### config.mk
export PLATFORM = sky130hd
export DESIGN_NAME = mpq_cell
export DESIGN_NICKNAME = d
export VERILOG_FILES = /design/src/mpq_pkg.sv /design/src/mpq_cell.sv
export SDC_FILE = /design/constraint.sdc
export NUM_CORES = 1
export LEC_CHECK = 0
export BUFFER_PORTS_ARGS = -buffer_cell sky130_fd_sc_hd__buf_2
export CORE_MARGIN = 3
export CORE_UTILIZATION = 48
export DETAILED_ROUTE_END_ITERATION = 8
export PLACE_DENSITY = 0.82
export SLEW_MARGIN = 20
export SYNTH_ARGS = -nofsm -noshare
export SYNTH_HDL_FRONTEND = slang
export SYNTH_SLANG_ARGS = --single-unit
### constraint.sdc
create_clock -name clock -period 5.3 [get_ports clock]
set_input_delay 1.59 -clock clock [delete_from_list [all_inputs] [get_ports clock]]
set_output_delay 1.59 -clock clock [all_outputs]
set_load 0.01 [all_outputs]
### src/mpq_pkg.sv
// Shared types and codes for the min priority queue.
`default_nettype none

package mpq_pkg;

   localparam int TagWidth = 16;
   localparam int PriorityWidth = 16;

   localparam logic CMD_ENQUEUE = 1'b0;
   localparam logic CMD_DEQUEUE = 1'b1;

   typedef enum logic [1:0] {
      STATUS_ADDED = 2'd0,
      STATUS_TAKEN = 2'd1,
      STATUS_EMPTY = 2'd2,
      STATUS_FULL  = 2'd3
   } status_type;

   typedef struct packed {
      logic                            command;
      logic [TagWidth-1:0]             task_tag;
      logic signed [PriorityWidth-1:0] task_priority;
   } req_type;

   typedef struct packed {
      status_type                      status;
      logic [TagWidth-1:0]             out_tag;
      logic signed [PriorityWidth-1:0] out_priority;
   } rsp_type;

   typedef struct packed {
      logic [TagWidth-1:0]             tag;
      logic signed [PriorityWidth-1:0] priority_value;
   } entry_type;

   typedef struct packed {
      logic      insert;
      logic      remove;
      entry_type entry;
   } cell_ctrl_type;

endpackage

`default_nettype wire

### src/mpq_cell.sv
// One slot of the sorted chain: holds an entry and shifts with its neighbors.
`default_nettype none

module mpq_cell
   import mpq_pkg::*;
(
   input  wire logic          clock,
   input  wire logic          reset,
   input  cell_ctrl_type      ctrl,
   input  entry_type          left_entry,
   input  wire logic          left_valid,
   input  wire logic          left_gt,
   input  entry_type          right_entry,
   input  wire logic          right_valid,
   output entry_type          entry,
   output logic               valid,
   output logic               gt
);

   entry_type entry_ff, entry_in;
   logic      valid_ff, valid_in;

   // Empty slots count as larger than any new entry; equal keys stay ahead.
   assign gt = !valid_ff ||
               ($signed(entry_ff.priority_value) > $signed(ctrl.entry.priority_value));

   always_comb begin
      entry_in = entry_ff;
      valid_in = valid_ff;
      if (ctrl.insert && gt) begin
         if (left_gt) begin
            entry_in = left_entry;
            valid_in = left_valid;
         end else begin
            entry_in = ctrl.entry;
            valid_in = 1'b1;
         end
      end else if (ctrl.remove) begin
         entry_in = right_entry;
         valid_in = right_valid;
      end
   end

   always_ff @(posedge clock) begin
      if (reset) begin
         valid_ff <= 1'b0;
      end else begin
         valid_ff <= valid_in;
      end
      entry_ff <= entry_in;
   end

   assign entry = entry_ff;
   assign valid = valid_ff;

endmodule

`default_nettype wire
==> results.toml, run 1 <==
[global_route]
grt_first_pass_wirelength_um = 13300
grt_start_max_net_pins = 38
antenna_found_initial = 0
grt_pass1_vias = 2962
grt-ovfl-total = 0
grt_use_total_pct = 22.7

[min_path]
worstHoldStart = "valid$_SDFFE_PP0P_"
hold_class = "reg2reg"
whs_path_depth = 3
holdPathEnd = "valid$_SDFFE_PP0P_"

[detailed_routing]
drt_first_pass_iters = 4
dr.first_iter.drc_count = 113
vias = 2997
ant_nets = 0
vias_per_cell = 5.64
wl_um = 8470
drc_errors = 0
routedWlPerCell_um = 15.9

[timing]
tns_ps = 0
fin_crit_ps = 4930
setup_violations = 0
hold_viol_final = 0
finalCritPeriodShare_pct = 93.1
fin_hold_ws_ps = 758
max_slew_margin_pct = 31.3
drv_slew = 0
worstMarginPinSlew_ps = 1030
fmax_ghz = 0.203
rsz0062_at_grt = "false"
clock_skew_ps = 7.62

[critical_path]
critPathMaxStageDelay_ps = 340
critPathKind = "in2out"
crit_chain = "buf_2, inv_1, ha_1, nand4_2, nor2_1, o31ai_1, or2b_4, a31oi_4, buf_2"
endpoint_kind = "primary output"
cp_common_cell = "buf_2"
r2r-end = "entry[19]$_DFFE_PP_"
crit_slowest_cell = "or2b_4"
cp_max_fo = 5
r2r_cells = 8
cp.arrival_ps = 3340
r2r_setup_slack_ps = 2190
worstSetupStartpointType = "primary input"
r2r_start = "entry[14]$_DFFE_PP_"
required_ps = 3710

[synthesis]
synthTopCellsByCount = "nand2_1 (68), o21ai_0 (34), o211a_1 (33)"
ys_seq_area_share_pct = 32.8
synthCells = 328
synthFlopType = "edfxtp_1"
synth_top_area_share_pct = 32.1
synthArstFlopShare_pct = 0
netlist_area_um2 = 2990
synth_cell_types = 39
ys_ff_latch = 33
syn_area_per_cell_um2 = 9.12
synth_edf_count = 32
yosysMostFrequentCell = "nand2_1"
synth_area_leaders = "edfxtp_1 (32%), o211a_1 (11%), mux2i_1 (11%)"
syn-num-nets = 447
yosysWarnings = 0
synth.largest_area_cell = "edfxtp_1"

[floorplan]
die_area_um2 = 7220
pin_count = 137
coreArea_um2 = 5990
dieWidth_um = 85.0
num_rows = 28
die_h_um = 85.0
start_util_pct = 50.0

[placed_design]
routabilityCongestion = 0.776
placed_cell_area_um2 = 3680
placement.io_buffers = 136
dpl.hpwl_um = 6110

[clock_network]
cts_tree = "done"
cts_resized = 0
cts_hold_buf = 0
cts.path.max_buffers = 2
cts.sinks = 33
path_clk_slew_ps = 70
post_cts_buffers = 0
root_buffer = "clkbuf_8"
cts_made_buffers = 5
h-tree-depth = 2
clkLatencyLatePin_ps = 290

[run]
cap_violations = 0

[cells_and_area]
synthToLayoutAreaGrowth_pct = 25.9
fill_cells = 505
num_antenna_cells = 0
nets = 574
final_cell_area_um2 = 3770
drive_above_1_share_pct = 38.2
final_util_pct = 62.9

[power]
max-vdd-ir-drop_mv = 0.153
power_per_cell_area_nw_per_um2 = 264
leakage_nw = 1.93

[run_status]
status = "finished, final reports clean"
[sequential cells by signal, indices dropped and copies added, names as in the netlist]
signal  count
valid       1
entry      32
[power breakdown]
part           internal, mW  total [mW]  switching, mW
combinational         0.183       0.419          0.236
sequential            0.362       0.386         0.0244
clock                0.0907       0.191          0.101
total                 0.635       0.996          0.361
[logic make-up after synthesis]
kind of cell / synth area share, %
AOI/OAI and AO/OA: 27.9
DFF: 32.8
and+or+nand+nor: 15.1
adders and majority gates: 6.69
buffers and inverters: 6.81
muxes: 10.7
[how the worst max path moves through the flow]
stage             start  end  depth (start not counted)
6_report       ctrl[14]   gt                          9
5_1_grt        ctrl[14]   gt                          9
4_1_cts        ctrl[14]   gt                          9
3_5_place_dp   ctrl[14]   gt                          9
3_3_place_gp   ctrl[14]   gt                          9
2_1_floorplan   ctrl[9]   gt                          8
[routing by layer]
layer	track usage, %	up-vias	share of wire (%)
met5	0	-	0
met2	40.8	155	49
met3	6.41	8	9.5
met1	26.6	1380	41
met4	5.61	0	0.89
li1	-	1454	-
[cell type report]
| cell class | instances | area [um^2] | share of cell area [%] |
|---|---|---|---|
| inverters | 19 | 71.3 | 1.89 |
| repair buffers | 141 | 718 | 19.1 |
| well taps | 75 | 93.8 | 2.49 |
| clock buffers | 5 | 68.8 | 1.83 |
| flip-flops and latches | 33 | 981 | 26.0 |
| multi-input cells | 255 | 1820 | 48.2 |
| clock inverters | 3 | 17.5 | 0.465 |
[cells in the final DEF (no fill, tap or decap), drive strengths merged, types with 2 or more instances in the layout]
cell type  count
nand2         69
nor2           4
a31oi          2
clkbuf         5
nor3b          3
nor2b          2
mux2i         32
inv           19
ha            16
nand4          4
a21oi         38
buf          141
clkinv         2
nor3           2
o211a         33
o21ai         35
edfxtp        32
a21o           3
and2           2
[worst max-delay path: cells and delay by family]
| kind | cells | cell delay [ps] |
|---|---|---|
| and+or+nand+nor | 3 | 610 |
| adders and majority gates | 1 | 320 |
| buffers and inverters | 3 | 320 |
| AOI/OAI and AO/OA | 2 | 490 |
[metrics by stage]
step / setup slack [ps] / total power, mW / cells
after floorplan: 634 / 0.656 / 328
after global placement: 439 / 0.796 / 523
after detailed placement: 416 / 0.811 / 523
after CTS: 384 / 1.01 / 531
after global routing: 281 / 1.06 / 531
final: 368 / 0.996 / 531
Note: power is estimated with default switching activity, not from simulation.
==> inputs of run 2 (changes only) <==
--- a/config.mk
+++ b/config.mk
@@ -5,11 +5,13 @@
 export SDC_FILE = /design/constraint.sdc
 export NUM_CORES = 1
 export LEC_CHECK = 0
+export ABC_AREA = 1
 export BUFFER_PORTS_ARGS = -buffer_cell sky130_fd_sc_hd__buf_2
 export CORE_MARGIN = 3
-export CORE_UTILIZATION = 48
+export CORE_UTILIZATION = 45
 export DETAILED_ROUTE_END_ITERATION = 8
-export PLACE_DENSITY = 0.82
+export MAX_ROUTING_LAYER = met4
+export PLACE_DENSITY = 0.81
 export SLEW_MARGIN = 20
 export SYNTH_ARGS = -nofsm -noshare
 export SYNTH_HDL_FRONTEND = slang
==> results.toml, run 2 <==
[clock_network]
cts_made_buffers = 5
cts_resized = 0
clkLatencyLatePin_ps = 280
cts_hold_buf = 0
cts.path.max_buffers = 2
post_cts_buffers = 0
h-tree-depth = 2
path_clk_slew_ps = 60
root_buffer = "clkbuf_8"
cts_tree = "done"
cts.sinks = 33

[floorplan]
pin_count = 137
num_rows = 26
dieWidth_um = 79.8
die_area_um2 = 6370
start_util_pct = 47.1
die_h_um = 79.8
coreArea_um2 = 5200

[power]
leakage_nw = 1.72
p_sw_uw = 246
max-vdd-ir-drop_mv = 0.224
power_switching_share_pct = 31.0
internal-power_uw = 547
power_frac_comb_pct = 32.1
power_per_cell_area_nw_per_um2 = 246
seq_power_share_pct = 43.7
pwr-share-clk_pct = 24.2

[critical_path]
critPathKind = "in2out"
cp.arrival_ps = 2880
cp_max_fo = 3
r2r_start = "entry[15]$_DFFE_PP_"
r2r-end = "entry[6]$_DFFE_PP_"
r2r_setup_slack_ps = 2980
worstSetupEndpoint = "gt"
setup.worst_path.start = "ctrl[5]"
worstSetupStartpointType = "primary input"
r2r_cells = 12
required_ps = 3710
endpoint_kind = "primary output"

[synthesis]
synthFlopType = "edfxtp_1"
yosysWarnings = 0
synth.largest_area_cell = "edfxtp_1"
synth_edf_count = 32
syn_area_per_cell_um2 = 9.18
netlist_area_um2 = 2450
synth_area_leaders = "edfxtp_1 (39%), nand2_1 (16%), o211ai_2 (15%)"
synth_top_area_share_pct = 39.2
synthArstFlopShare_pct = 0
synthTopCellsByCount = "nand2_1 (103), edfxtp_1 (32), o211ai_2 (30)"
synth_cell_types = 29
yosysMostFrequentCell = "nand2_1"
ys_seq_area_share_pct = 40.0
synthCells = 267
ys_ff_latch = 33
syn-num-nets = 386

[detailed_routing]
dr.first_iter.drc_count = 61
vias = 2245
drc_errors = 0
ant_nets = 0
vias_per_cell = 4.77
drt_first_pass_iters = 4
wl_um = 6220
routedWlPerCell_um = 13.2

[timing]
drv_slew = 0
fin_crit_ps = 4470
fmax_ghz = 0.224
setup_violations = 0
max_slew_margin_pct = 57.1
finalCritPeriodShare_pct = 84.3
fin_hold_ws_ps = 534
worstMarginPinSlew_ps = 643
clock_skew_ps = 10.2
tns_ps = 0
rsz0062_at_grt = "false"
hold_viol_final = 0

[placed_design]
dpl.hpwl_um = 4920
dp_cells = 463
placement.io_buffers = 136
routabilityCongestion = 0.768
placed_cell_area_um2 = 3130

[global_route]
grt_start_max_net_pins = 37
grt_pass1_vias = 2200
antenna_found_initial = 0
grt_use_total_pct = 20.5
grt_first_pass_wirelength_um = 9980
grt-ovfl-total = 0

[min_path]
hold_class = "reg2reg"
whs_path_depth = 2

[cells_and_area]
final_cell_mix = "buf_2 (136), nand2_1 (103), edfxtp_1 (32), o211ai_2 (30), inv_1 (24)"
drive_above_1_share_pct = 50.1
final_util_pct = 61.8
num_antenna_cells = 0
nets = 519
final_cell_count_no_fill = 471
largest_register_ffs = 32
synthToLayoutAreaGrowth_pct = 31.2
layout_commonest_cell = "buf_2"
final_cell_area_um2 = 3220

[run]
cap_violations = 0

[run_status]
status = "finished, final reports clean"
==> run 2: changes by cell type in the layout (fill, tap and decap cells not counted), sizes merged, moves of 3 or more <==
| cell | before | now |
|---|---|---|
| a21oi | 38 | 6 |
| clkbuf | 5 | 8 |
| inv | 19 | 26 |
| mux2i | 32 | 0 |
| nand2 | 69 | 107 |
| nand3 | 0 | 3 |
| nor2 | 4 | 7 |
| nor3b | 3 | 0 |
| o211a | 33 | 0 |
| o211ai | 0 | 32 |
| o21ai | 35 | 0 |
| or2 | 0 | 18 |
==> run 2: area by class of cell <==
| class | instances | area [um^2] |
|---|---|---|
| multi-input combinational | 193 | 1240 |
| tap | 70 | 87.6 |
| sequential | 33 | 981 |
| inverter | 28 | 113 |
| fill | 483 | 1990 |
| clock buffer | 8 | 90.1 |
| timing repair buffer | 139 | 703 |
==> run 2: worst min-delay path by stage <==
stage                                   from            endpoint  slack [ps]
after floorplan           valid$_SDFFE_PP0P_  valid$_SDFFE_PP0P_         540
after global placement    valid$_SDFFE_PP0P_  valid$_SDFFE_PP0P_         520
after detailed placement  valid$_SDFFE_PP0P_  valid$_SDFFE_PP0P_         530
after CTS                 valid$_SDFFE_PP0P_  valid$_SDFFE_PP0P_         540
after global routing      valid$_SDFFE_PP0P_  valid$_SDFFE_PP0P_         580
final                     valid$_SDFFE_PP0P_  valid$_SDFFE_PP0P_         530
==> run 2: cells by family after synthesis <==
family          share of synthesized area [%]
compound gates                           17.6
fa+ha+maj                                8.16
buf+inv                                  9.34
flops                                    40.0
simple gates                             24.9
==> run 2: per-layer routing <==
metal	wire, um	track usage (%)	share of wire [%]
met2	3350	35.2	54
met3	269	3.95	4.3
met4	80	6.25	1.3
met1	2520	24.5	40
met5	0	-	0
==> run 2: power groups by stage <==
stage	logic (mW)	registers [mW]	clock network [mW]
finish	0.254	0.346	0.192
global route	0.287	0.350	0.212
CTS	0.258	0.347	0.200
detailed placement	0.257	0.352	0
global placement	0.252	0.350	0
floorplan	0.146	0.370	0
==> run 2: per-stage QoR <==
stage | power (mW) | setup slack, ps
2_1_floorplan | 0.516 | 1150
3_3_place_gp | 0.602 | 840
3_5_place_dp | 0.609 | 808
4_1_cts | 0.805 | 809
5_1_grt | 0.848 | 687
6_report | 0.793 | 830
==> run 2: worst max-delay path, cell delays in order <==
cell and delay, ps:
buf_2 70, inv_1 50, ha_1 300, a21oi_1 150, nor2_1 50, nor2_1 80
nand2_1 70, nand2_1 90, nand2_1 50, nand2_1 70, nand2_2 70, nand2_4 90
buf_2 140
